File: config.mk
export PLATFORM = sky130hd
export DESIGN_NAME = pcm_width_convert_gain
export DESIGN_NICKNAME = d
export VERILOG_FILES = /design/src/rtl/core/pwcg_pkg.sv /design/src/rtl/core/pwcg_front.sv /design/src/rtl/core/pwcg_queue.sv /design/src/rtl/core/pwcg_back.sv /design/src/rtl/core/pcm_width_convert_gain.sv
export VERILOG_INCLUDE_DIRS = /design/src /design/src/rtl/core
export SDC_FILE = /design/constraint.sdc
export NUM_CORES = 2
export LEC_CHECK = 0
export ABC_AREA = 0
export BUFFER_PORTS_ARGS = -buffer_cell sky130_fd_sc_hd__buf_2
export CAP_MARGIN = 20
export CORE_UTILIZATION = 31
export DETAILED_ROUTE_END_ITERATION = 6
export HOLD_SLACK_MARGIN = 0.08
export PLACE_DENSITY = 0.41
export SETUP_SLACK_MARGIN = 0.5
export SLEW_MARGIN = 20
export SYNTH_ARGS = -nofsm -noshare
export SYNTH_HDL_FRONTEND = slang
export SYNTH_HIERARCHICAL = 1
export SYNTH_SLANG_ARGS = --single-unit
File: constraint.sdc
create_clock -name i_clk -period 15.13 [get_ports i_clk]
set_clock_uncertainty 0.05 [all_clocks]
set_input_delay 0 -clock i_clk [delete_from_list [all_inputs] [get_ports i_clk]]
set_output_delay 0 -clock i_clk [all_outputs]
set_load 0.05 [all_outputs]
File: src/rtl/core/assert_macros.svh
// ---------------------------------------------------------------------------
// Assertion macros
// Shared concurrent assertion forms for the PCM width converter RTL.
// ---------------------------------------------------------------------------
`ifndef ASSERT_MACROS_SVH
`define ASSERT_MACROS_SVH

// The property must hold at every rising clock edge outside of reset.
`define PWCG_ASSERT(label, clk, rst_n, prop) \
    label: assert property (@(posedge clk) disable iff (!rst_n) (prop)) \
        else $error("%m: assertion failed");

// The condition must never be true outside of reset.
`define PWCG_ASSERT_NEVER(label, clk, rst_n, cond) \
    label: assert property (@(posedge clk) disable iff (!rst_n) !(cond)) \
        else $error("%m: forbidden condition seen");

`endif

File: src/rtl/core/pwcg_pkg.sv
// ---------------------------------------------------------------------------
// pwcg_pkg
// Types, constants and helper functions of the PCM width converter.
// ---------------------------------------------------------------------------
package pwcg_pkg;

    // Register indexes of the configuration port.
    typedef enum logic [2:0] {
        CFG_IN_BYTES     = 3'd0,
        CFG_OUT_BYTES    = 3'd1,
        CFG_CHANNEL_CNT  = 3'd2,
        CFG_GAIN_L       = 3'd3,
        CFG_GAIN_R       = 3'd4
    } t_cfg_index;

    localparam int unsigned QUEUE_DEPTH = 4;

    localparam logic [16:0] UNITY_GAIN  = 17'd65536;
    localparam logic [7:0]  U8_OFFSET   = 8'd128;
    localparam logic [2:0]  RST_BYTES   = 3'd2;
    localparam logic [3:0]  RST_CHANNEL = 4'd2;

    // Raw configuration register contents.
    typedef struct packed {
        logic [2:0]  in_bytes;
        logic [2:0]  out_bytes;
        logic [3:0]  channel_count;
        logic [16:0] gain_l;
        logic [16:0] gain_r;
    } t_cfg;

    // One decoded sample word passed from the front to the back.
    typedef struct packed {
        logic        neg;
        logic [31:0] mag;
        logic [16:0] gain;
        logic [2:0]  ch;
    } t_front_word;

    // Clamp a byte-width code to the range one to four.
    function automatic logic [2:0] width_bytes(input logic [2:0] v);
        logic [2:0] w;
        if (v == 3'd0) begin
            w = 3'd1;
        end else if (v > 3'd4) begin
            w = 3'd4;
        end else begin
            w = v;
        end
        return w;
    endfunction

    // Gains above unity act as unity.
    function automatic logic [16:0] clip_gain(input logic [16:0] g);
        return (g > UNITY_GAIN) ? UNITY_GAIN : g;
    endfunction

    // Clamp the channel count to the range one to eight.
    function automatic logic [3:0] clamp_count(input logic [3:0] c);
        logic [3:0] w;
        if (c == 4'd0) begin
            w = 4'd1;
        end else if (c > 4'd8) begin
            w = 4'd8;
        end else begin
            w = c;
        end
        return w;
    endfunction

endpackage

File: src/rtl/core/pwcg_front.sv
// ---------------------------------------------------------------------------
// pwcg_front
// Decodes an input sample into sign and magnitude, picks the channel gain
// and walks the channel counter.
// ---------------------------------------------------------------------------
module pwcg_front (
    input  logic                  i_clk,
    input  logic                  i_rst_n,
    input  pwcg_pkg::t_cfg        i_cfg,
    input  logic                  i_accept,
    input  logic [31:0]           i_sample_in,
    output pwcg_pkg::t_front_word o_word
);
    import pwcg_pkg::*;

    logic [2:0]  r_chan;
    logic [2:0]  n_chan;
    logic [2:0]  w_ib;
    logic [31:0] w_sx;
    logic        w_neg;
    logic [31:0] w_mag;
    logic [16:0] w_lg;
    logic [16:0] w_rg;
    logic [16:0] w_gain;
    logic [3:0]  w_count;
    logic [3:0]  w_ch_inc;

    // Sign and magnitude of the sample at the configured input width.
    always_comb begin
        w_ib = width_bytes(i_cfg.in_bytes);
        w_sx = i_sample_in;
        w_neg = 1'b0;
        w_mag = '0;
        case (w_ib)
            3'd1: begin
                w_neg = ~i_sample_in[7];
                w_mag = i_sample_in[7] ? {25'b0, i_sample_in[6:0]}
                                       : {24'b0, U8_OFFSET - i_sample_in[7:0]};
            end
            3'd2: begin
                w_sx  = {{16{i_sample_in[15]}}, i_sample_in[15:0]};
                w_neg = w_sx[31];
                w_mag = w_neg ? (~w_sx + 32'd1) : w_sx;
            end
            3'd3: begin
                w_sx  = {{8{i_sample_in[23]}}, i_sample_in[23:0]};
                w_neg = w_sx[31];
                w_mag = w_neg ? (~w_sx + 32'd1) : w_sx;
            end
            default: begin
                w_sx  = i_sample_in;
                w_neg = w_sx[31];
                w_mag = w_neg ? (~w_sx + 32'd1) : w_sx;
            end
        endcase
    end

    // Gain by channel: left, right, or the larger of the two.
    always_comb begin
        w_lg = clip_gain(i_cfg.gain_l);
        w_rg = clip_gain(i_cfg.gain_r);
        case (r_chan)
            3'd0:    w_gain = w_lg;
            3'd1:    w_gain = w_rg;
            default: w_gain = (w_lg > w_rg) ? w_lg : w_rg;
        endcase
    end

    // The counter returns to zero at the end of a frame, or when it already
    // sits beyond a lowered channel count.
    always_comb begin
        w_count  = clamp_count(i_cfg.channel_count);
        w_ch_inc = {1'b0, r_chan} + 4'd1;
        n_chan   = r_chan;
        if (i_accept) begin
            n_chan = (w_ch_inc >= w_count) ? 3'd0 : w_ch_inc[2:0];
        end
    end

    always_ff @(posedge i_clk) begin
        if (!i_rst_n) begin
            r_chan <= 3'd0;
        end else begin
            r_chan <= n_chan;
        end
    end

    assign o_word.neg  = w_neg;
    assign o_word.mag  = w_mag;
    assign o_word.gain = w_gain;
    assign o_word.ch   = r_chan;

endmodule

File: src/rtl/core/pwcg_queue.sv
// ---------------------------------------------------------------------------
// pwcg_queue
// Short first-in first-out queue of decoded words between front and back.
// ---------------------------------------------------------------------------
`include "assert_macros.svh"

module pwcg_queue #(
    parameter int unsigned DEPTH = pwcg_pkg::QUEUE_DEPTH
) (
    input  logic                  i_clk,
    input  logic                  i_rst_n,
    input  logic                  i_push,
    input  pwcg_pkg::t_front_word i_word,
    output logic                  o_full,
    input  logic                  i_pop,
    output pwcg_pkg::t_front_word o_word,
    output logic                  o_empty
);
    import pwcg_pkg::*;

    localparam int unsigned AW = (DEPTH > 1) ? $clog2(DEPTH) : 1;
    localparam int unsigned CW = $clog2(DEPTH + 1);

    t_front_word   r_mem [DEPTH];
    logic [AW-1:0] r_wr_ptr;
    logic [AW-1:0] r_rd_ptr;
    logic [CW-1:0] r_count;
    logic [AW-1:0] n_wr_ptr;
    logic [AW-1:0] n_rd_ptr;
    logic [CW-1:0] n_count;
    logic          w_do_push;
    logic          w_do_pop;

    assign o_full    = (r_count == CW'(DEPTH));
    assign o_empty   = (r_count == '0);
    assign w_do_push = i_push && !o_full;
    assign w_do_pop  = i_pop && !o_empty;

    // Pointer and fill count update.
    always_comb begin
        n_wr_ptr = r_wr_ptr;
        n_rd_ptr = r_rd_ptr;
        n_count  = r_count;
        if (w_do_push) begin
            n_wr_ptr = (r_wr_ptr == AW'(DEPTH - 1)) ? '0 : r_wr_ptr + 1'b1;
        end
        if (w_do_pop) begin
            n_rd_ptr = (r_rd_ptr == AW'(DEPTH - 1)) ? '0 : r_rd_ptr + 1'b1;
        end
        if (w_do_push && !w_do_pop) begin
            n_count = r_count + 1'b1;
        end else if (!w_do_push && w_do_pop) begin
            n_count = r_count - 1'b1;
        end
    end

    always_ff @(posedge i_clk) begin
        if (!i_rst_n) begin
            r_wr_ptr <= '0;
            r_rd_ptr <= '0;
            r_count  <= '0;
        end else begin
            r_wr_ptr <= n_wr_ptr;
            r_rd_ptr <= n_rd_ptr;
            r_count  <= n_count;
        end
    end

    // Storage holds payload only and needs no reset.
    always_ff @(posedge i_clk) begin
        if (w_do_push) begin
            r_mem[r_wr_ptr] <= i_word;
        end
    end

    assign o_word = r_mem[r_rd_ptr];

    `PWCG_ASSERT(a_count_range, i_clk, i_rst_n, r_count <= CW'(DEPTH))
    `PWCG_ASSERT(a_empty_ptrs, i_clk, i_rst_n, (r_count == '0) |-> (r_rd_ptr == r_wr_ptr))
    `PWCG_ASSERT(a_full_ptrs, i_clk, i_rst_n, o_full |-> (r_rd_ptr == r_wr_ptr))
    `PWCG_ASSERT_NEVER(a_push_lost, i_clk, i_rst_n, w_do_push && (n_count == '0))

endmodule

File: src/rtl/core/pwcg_back.sv
// ---------------------------------------------------------------------------
// pwcg_back
// Three-stage pipeline: gain multiply, rounding shift, saturation and
// output formatting into the result register.
// ---------------------------------------------------------------------------
module pwcg_back (
    input  logic                  i_clk,
    input  logic                  i_rst_n,
    input  pwcg_pkg::t_cfg        i_cfg,
    input  logic                  i_q_valid,
    input  pwcg_pkg::t_front_word i_q_word,
    output logic                  o_q_pop,
    input  logic                  i_pop,
    output logic                  o_empty,
    output logic [31:0]           o_sample_out,
    output logic [2:0]            o_channel_index
);
    import pwcg_pkg::*;

    logic        r_s1_valid;
    logic [47:0] r_s1_prod;
    logic        r_s1_neg;
    logic [2:0]  r_s1_ch;
    logic        r_s2_valid;
    logic [55:0] r_s2_r;
    logic        r_s2_neg;
    logic [2:0]  r_s2_ch;
    logic        r_s3_valid;
    logic [31:0] r_s3_out;
    logic [2:0]  r_s3_ch;

    logic        w_s1_load;
    logic        w_s2_load;
    logic        w_s3_load;
    logic [48:0] w_prod;
    logic [2:0]  w_ib;
    logic [2:0]  w_ob;
    logic [2:0]  w_units;
    logic [5:0]  w_rs;
    logic [56:0] w_ext;
    logic [56:0] w_half;
    logic [56:0] w_shifted;
    logic [5:0]  w_obits;
    logic [32:0] w_limit;
    logic [31:0] w_mag_sat;
    logic [31:0] w_val;
    logic [31:0] w_mask;
    logic [31:0] w_out;

    // A stage loads when it is empty or its contents move on this cycle.
    assign w_s3_load = !r_s3_valid || i_pop;
    assign w_s2_load = !r_s2_valid || w_s3_load;
    assign w_s1_load = !r_s1_valid || w_s2_load;
    assign o_q_pop   = w_s1_load;

    // Stage one: magnitude times gain.
    assign w_prod = i_q_word.mag * i_q_word.gain;

    // Stage two: shift by 8 * (3 + in_bytes - out_bytes) from a word that
    // already carries the largest left shift, rounding half up on magnitude.
    always_comb begin
        w_ib      = width_bytes(i_cfg.in_bytes);
        w_ob      = width_bytes(i_cfg.out_bytes);
        w_units   = 3'(4'd3 + {1'b0, w_ib} - {1'b0, w_ob});
        w_rs      = {w_units, 3'b000};
        w_ext     = {1'b0, r_s1_prod, 8'b0};
        w_half    = (w_units >= 3'd2) ? (57'd1 << (w_rs - 6'd1)) : '0;
        w_shifted = (w_ext + w_half) >> w_rs;
    end

    // Stage three: clamp to the output range, apply the sign and format.
    always_comb begin
        w_obits = {w_ob, 3'b000};
        w_limit = 33'd1 << (w_obits - 6'd1);
        if (r_s2_neg) begin
            w_mag_sat = (r_s2_r > {23'b0, w_limit}) ? w_limit[31:0] : r_s2_r[31:0];
            w_val     = ~w_mag_sat + 32'd1;
        end else begin
            w_mag_sat = (r_s2_r > {23'b0, w_limit - 33'd1}) ? 32'(w_limit - 33'd1)
                                                           : r_s2_r[31:0];
            w_val     = w_mag_sat;
        end
        w_mask = (w_ob == 3'd4) ? 32'hFFFF_FFFF : 32'((33'd1 << w_obits) - 33'd1);
        if (w_ob == 3'd1) begin
            w_out = {24'b0, w_val[7:0] + U8_OFFSET};
        end else begin
            w_out = w_val & w_mask;
        end
    end

    // Valid bits of the stages.
    always_ff @(posedge i_clk) begin
        if (!i_rst_n) begin
            r_s1_valid <= 1'b0;
            r_s2_valid <= 1'b0;
            r_s3_valid <= 1'b0;
        end else begin
            if (w_s1_load) begin
                r_s1_valid <= i_q_valid;
            end
            if (w_s2_load) begin
                r_s2_valid <= r_s1_valid;
            end
            if (w_s3_load) begin
                r_s3_valid <= r_s2_valid;
            end
        end
    end

    // Stage payloads.
    always_ff @(posedge i_clk) begin
        if (w_s1_load) begin
            r_s1_prod <= w_prod[47:0];
            r_s1_neg  <= i_q_word.neg;
            r_s1_ch   <= i_q_word.ch;
        end
        if (w_s2_load) begin
            r_s2_r   <= w_shifted[55:0];
            r_s2_neg <= r_s1_neg;
            r_s2_ch  <= r_s1_ch;
        end
        if (w_s3_load) begin
            r_s3_out <= w_out;
            r_s3_ch  <= r_s2_ch;
        end
    end

    assign o_empty         = !r_s3_valid;
    assign o_sample_out    = r_s3_out;
    assign o_channel_index = r_s3_ch;

endmodule

File: src/rtl/core/pcm_width_convert_gain.sv
// ---------------------------------------------------------------------------
// pcm_width_convert_gain
// PCM sample width conversion with per-channel Q1.16 gain, rounding and
// saturation.
// ---------------------------------------------------------------------------
//   Channel   Direction  Handshake                  Payload
//   sample    in         push / full                i_sample_in
//   result    out        pop / empty                o_sample_out, o_channel_index
//   config    in         i_cfg_valid / o_cfg_ready  i_cfg_index, i_cfg_data
//
// One word is accepted per cycle while the queue is not full; a result passes
// through the queue and then the multiply, round-shift and saturate stages.
// Reset is synchronous: queue, pipeline and channel counter empty or zero,
// registers at their defaults. A stalled result holds the pipeline while
// the queue keeps taking words until it fills. Configuration is always ready.
// ---------------------------------------------------------------------------
module pcm_width_convert_gain #(
    parameter int unsigned P_QUEUE_DEPTH = pwcg_pkg::QUEUE_DEPTH
) (
    input  logic        i_clk,
    input  logic        i_rst_n,
    input  logic        push,
    output logic        full,
    input  logic [31:0] i_sample_in,
    input  logic        pop,
    output logic        empty,
    output logic [31:0] o_sample_out,
    output logic [2:0]  o_channel_index,
    input  logic        i_cfg_valid,
    output logic        o_cfg_ready,
    input  logic [2:0]  i_cfg_index,
    input  logic [16:0] i_cfg_data
);
    import pwcg_pkg::*;

    t_cfg        r_cfg;
    t_front_word w_front_word;
    t_front_word w_q_word;
    logic        w_accept;
    logic        w_q_empty;
    logic        w_q_pop;

    assign o_cfg_ready = 1'b1;
    assign w_accept    = push && !full;

    // Configuration register file; writes past the list are dropped.
    always_ff @(posedge i_clk) begin
        if (!i_rst_n) begin
            r_cfg.in_bytes      <= RST_BYTES;
            r_cfg.out_bytes     <= RST_BYTES;
            r_cfg.channel_count <= RST_CHANNEL;
            r_cfg.gain_l        <= UNITY_GAIN;
            r_cfg.gain_r        <= UNITY_GAIN;
        end else if (i_cfg_valid) begin
            case (t_cfg_index'(i_cfg_index))
                CFG_IN_BYTES:    r_cfg.in_bytes      <= i_cfg_data[2:0];
                CFG_OUT_BYTES:   r_cfg.out_bytes     <= i_cfg_data[2:0];
                CFG_CHANNEL_CNT: r_cfg.channel_count <= i_cfg_data[3:0];
                CFG_GAIN_L:      r_cfg.gain_l        <= i_cfg_data;
                CFG_GAIN_R:      r_cfg.gain_r        <= i_cfg_data;
                default: begin
                end
            endcase
        end
    end

    // Front: decode and gain selection.
    pwcg_front u_front (
        .i_clk       (i_clk),
        .i_rst_n     (i_rst_n),
        .i_cfg       (r_cfg),
        .i_accept    (w_accept),
        .i_sample_in (i_sample_in),
        .o_word      (w_front_word)
    );

    // Queue between front and back.
    pwcg_queue #(
        .DEPTH (P_QUEUE_DEPTH)
    ) u_queue (
        .i_clk   (i_clk),
        .i_rst_n (i_rst_n),
        .i_push  (push),
        .i_word  (w_front_word),
        .o_full  (full),
        .i_pop   (w_q_pop),
        .o_word  (w_q_word),
        .o_empty (w_q_empty)
    );

    // Back: arithmetic pipeline and result register.
    pwcg_back u_back (
        .i_clk           (i_clk),
        .i_rst_n         (i_rst_n),
        .i_cfg           (r_cfg),
        .i_q_valid       (!w_q_empty),
        .i_q_word        (w_q_word),
        .o_q_pop         (w_q_pop),
        .i_pop           (pop),
        .o_empty         (empty),
        .o_sample_out    (o_sample_out),
        .o_channel_index (o_channel_index)
    );

endmodule

==> results.md <==
- Status: finished clean
- XOR/XNOR Fraction of Synth Area: 2.39%
- Setup TNS Final: 0 ns
- Max frequency: around 110 MHz
- Cell mode on critical path: fa_1
- Post-synthesis sequential area ratio: approximately 31%
- Hold Path Class: input port to flip-flop
- Adder-cell share of the synthesized area: between 20% and 30%
- Port buffer count: 93
- Max_cap viols: 0
- Leading cell type in the layout, fill and taps excluded: inv_1
- Area contributors post-synth: edfxtp_1 (28%), fa_1 (23%), ha_1 (6.5%)
- CP max FO: 32
- Yosys top cell area share: between 20 and 30%
- Final nets: 4527
- CTS resizes: 0
- Chip Width: 354 um
- Die Span Y: 354 um
- Final ANT Viol Nets: 0
- GP Congestion: ~0.84
- Post-synth EDFFs: around 360
- Avg WL per Cell: approximately 20 um
- Initial antenna violation count: 0
- Tcrit/Tclk final: between 60% and 70%
- GRT Total Usage: 17.8%
- Slew HR: 28.2%
- Syn Inst Count: around 3700
- Post-synthesis average cell area: 10.3 um^2
- Compound-Gate Fraction of Synth Area: 8.10%
- Multiplexer share of the synthesized area: 5.37%
- Worst Setup End Kind: flip-flop
- Worst EP arrival: 9.70 ns
- Synth async-reset ratio: 0%
- Pin count of the biggest net entering global routing: 80
- Final Worst Setup Slack: around 5.8 ns
- Final Max Tran Viols: 0
- Num CTS Buffers: 48
- Vias in the first global route: about 28000
- CP max stage delay: 0.93 ns
- Register Area: between 10000 and 15000 um^2
- Syn. warnings: 6
- Area of the multi-input gates: 23500 um^2
- CTS H-tree depth: 2
- P&R area growth vs syn: 11.2%
- CTS tree: done
- DRC viols: 0
- Worst Setup Path Type: flip-flop to flip-flop
- Drt via density: 4.86
- CTS Root Buffer Type: clkbuf_16
- Detailed router's first-iteration violation count: about 1500
- Initial DRT Pass Iterations: 5
- Global route total overflow: 0
- Critical path launch point type: flip-flop
- Most frequent cells in the layout: inv_1 (594), nand2_1 (531), fa_1 (449), edfxtp_1 (359), and2_1 (228)
- Yosys top cell by area: edfxtp_1
- Final setup viols: 0
- HPWL Detailed: just over 80 mm
- Worst endpoint required time: about 15 ns
- Ports: 95
- First-pass GRT wire length: 173 mm
- Placed cells: 5324
- DP Worst Slack: 5.62 ns
- Slowest-stage cell, CP: mux4_2
- Via count: ~27000
- FF+latch count, synth: 418
- Final core occ: 34.9%
- Clock Pin Slew Worst Setup and Hold Paths: 0.06 ns
- Die ar.: 125000 um^2
- Synth unique cells: 92
- RSZ-0062 raised after global routing: false
- Fillers: between 10000 and 15000
- Core box area: roughly 120000 um^2
- Non-Filler Instances: 5484
- Detailed Route WL: 111 mm
- Initial Util: 31.4%
- Slew of the pin with the lowest slew margin: 1.07 ns
- CP cell instances: buf_4, mux4_2, and2_1, fa_1, inv_1, fa_1, fa_1, inv_1, fa_1, fa_1, inv_1, fa_1, inv_1, ha_1, and4_1, nand2_1, o31ai_1, a21oi_1, o21a_1, or3_1, and2_1, a311oi_1
- Largest family of logic cells by synthesized area: adder cells
- Leading register cell type out of synthesis: edfxtp_1
- Post-Syn Area: 38400 um^2
- Clk buf depth: 3
- Syn_nets: between 4000 and 5000
- Internal reg-to-reg setup slack: between 5 and 6 ns
- Row count: 128
- Final Hold Violating Endpoints: 0
- Clock Latency Late Sink: 0.62 ns
- Layout cell share with drive strength beyond 1: approximately 8.3%
- Post-Synth Simple-Gate Area: 15.2%
- Clk sinks: 418
- Final min period: 9.36 ns
[worst max-delay path: cells and delay by family, from the launching register on]
family	cells	cell delay [ns]
fa+ha+maj	7	3.62
compound gates	4	1.61
simple gates	5	1.30
mux	1	0.93
buf+inv	5	0.81
flops	1	0.71
[metrics by stage]
step                area (um^2)  hold slack [ns]
CTS                       42800            0.105
floorplan                 38400           0.0678
detailed placement        40500            0.230
global placement          40500            0.219
global route              42800            0.174
finish                    42800            0.159
[cell usage after synthesis, types with 14 or more instances]
| cell | count |
|---|---|
| inv_1 | 594 |
| nand2_1 | 532 |
| fa_1 | 449 |
| edfxtp_1 | 359 |
| and2_1 | 232 |
| ha_1 | 199 |
| clkbuf_1 | 148 |
| nor2_1 | 131 |
| a21oi_1 | 123 |
| o21ai_0 | 96 |
| xnor2_1 | 70 |
| mux2i_1 | 69 |
| nor3_1 | 60 |
| dfxtp_1 | 59 |
| mux4_2 | 52 |
| nand3_1 | 39 |
| nor2b_1 | 38 |
| xor2_1 | 35 |
| a21o_1 | 30 |
| and3_1 | 27 |
| nand2b_1 | 24 |
| nor4_1 | 24 |
| a211oi_1 | 20 |
| nand4_1 | 20 |
| a22o_1 | 17 |
| o21bai_1 | 16 |
| a31oi_1 | 15 |
| o211ai_1 | 15 |
| o22ai_1 | 15 |
| or3_1 | 15 |
| o31ai_1 | 14 |
[timing repair]
action	CTS	global route
hold endpoints to repair	194	0
setup buffers	0	0
hold buffers	73	0
[kinds of logic (layout without fill, tap and decap cells)]
family                     after synthesis  count (layout)
other                                    1               2
AOI/OAI and AO/OA                      467             467
xor gates and xnor gates               105             105
DFF                                    418             418
adders and majority gates              648             648
muxes                                  135             135
and+or+nand+nor                       1196            1196
buffers and inverters                  773             888
[registers in the layout, indices dropped and copies added, names as in the netlist, 2 cells and up, named ones only]
name / count
u_back/o_sample_out: 32
u_back/r_s2_ch: 3
u_front/r_chan: 3
u_back/r_s1_ch: 3
u_queue/r_rd_ptr: 2
u_back/o_channel_index: 3
u_queue/r_count: 3
u_queue/r_wr_ptr: 2
u_back/r_s1_prod: 48
u_queue/r_mem: 212
r_cfg: 44
u_back/r_s2_r: 56
[final timing paths]
path / from / endpoint / cells past startpoint
worst min-delay path: i_cfg_data[16] / r_cfg[33] / 4
worst max register to register: flip-flop / u_back/r_s1_prod[46] / 22
worst min register to register: u_back/r_s1_ch[2] / u_back/r_s2_ch[2] / 0
worst max-delay path: flip-flop / u_back/r_s1_prod[46] / 22
[routing by layer]
metal  wire length (um)  global-route usage [%]  up-vias
met5                  0                       0        -
met4               1990                    3.43        0
met3               3270                    1.67      120
met2              52500                    29.8      442
met1              53000                    25.0    13600
li1                   -                       -    12500
[layout make-up]
type | instances | area share (%)
clock buffers | 60 | 3.05
clock inverters | 26 | 0.623
flip-flops and latches | 418 | 28.0
well taps | 1625 | 4.76
diodes | 1 | 0.00585
multi-input cells | 2552 | 54.9
inverters | 597 | 5.24
repair buffers | 205 | 3.48
Power is left out: the tool's default activity adds up to more than one toggle a clock period on the data nets, which glitch-free logic cannot reach.
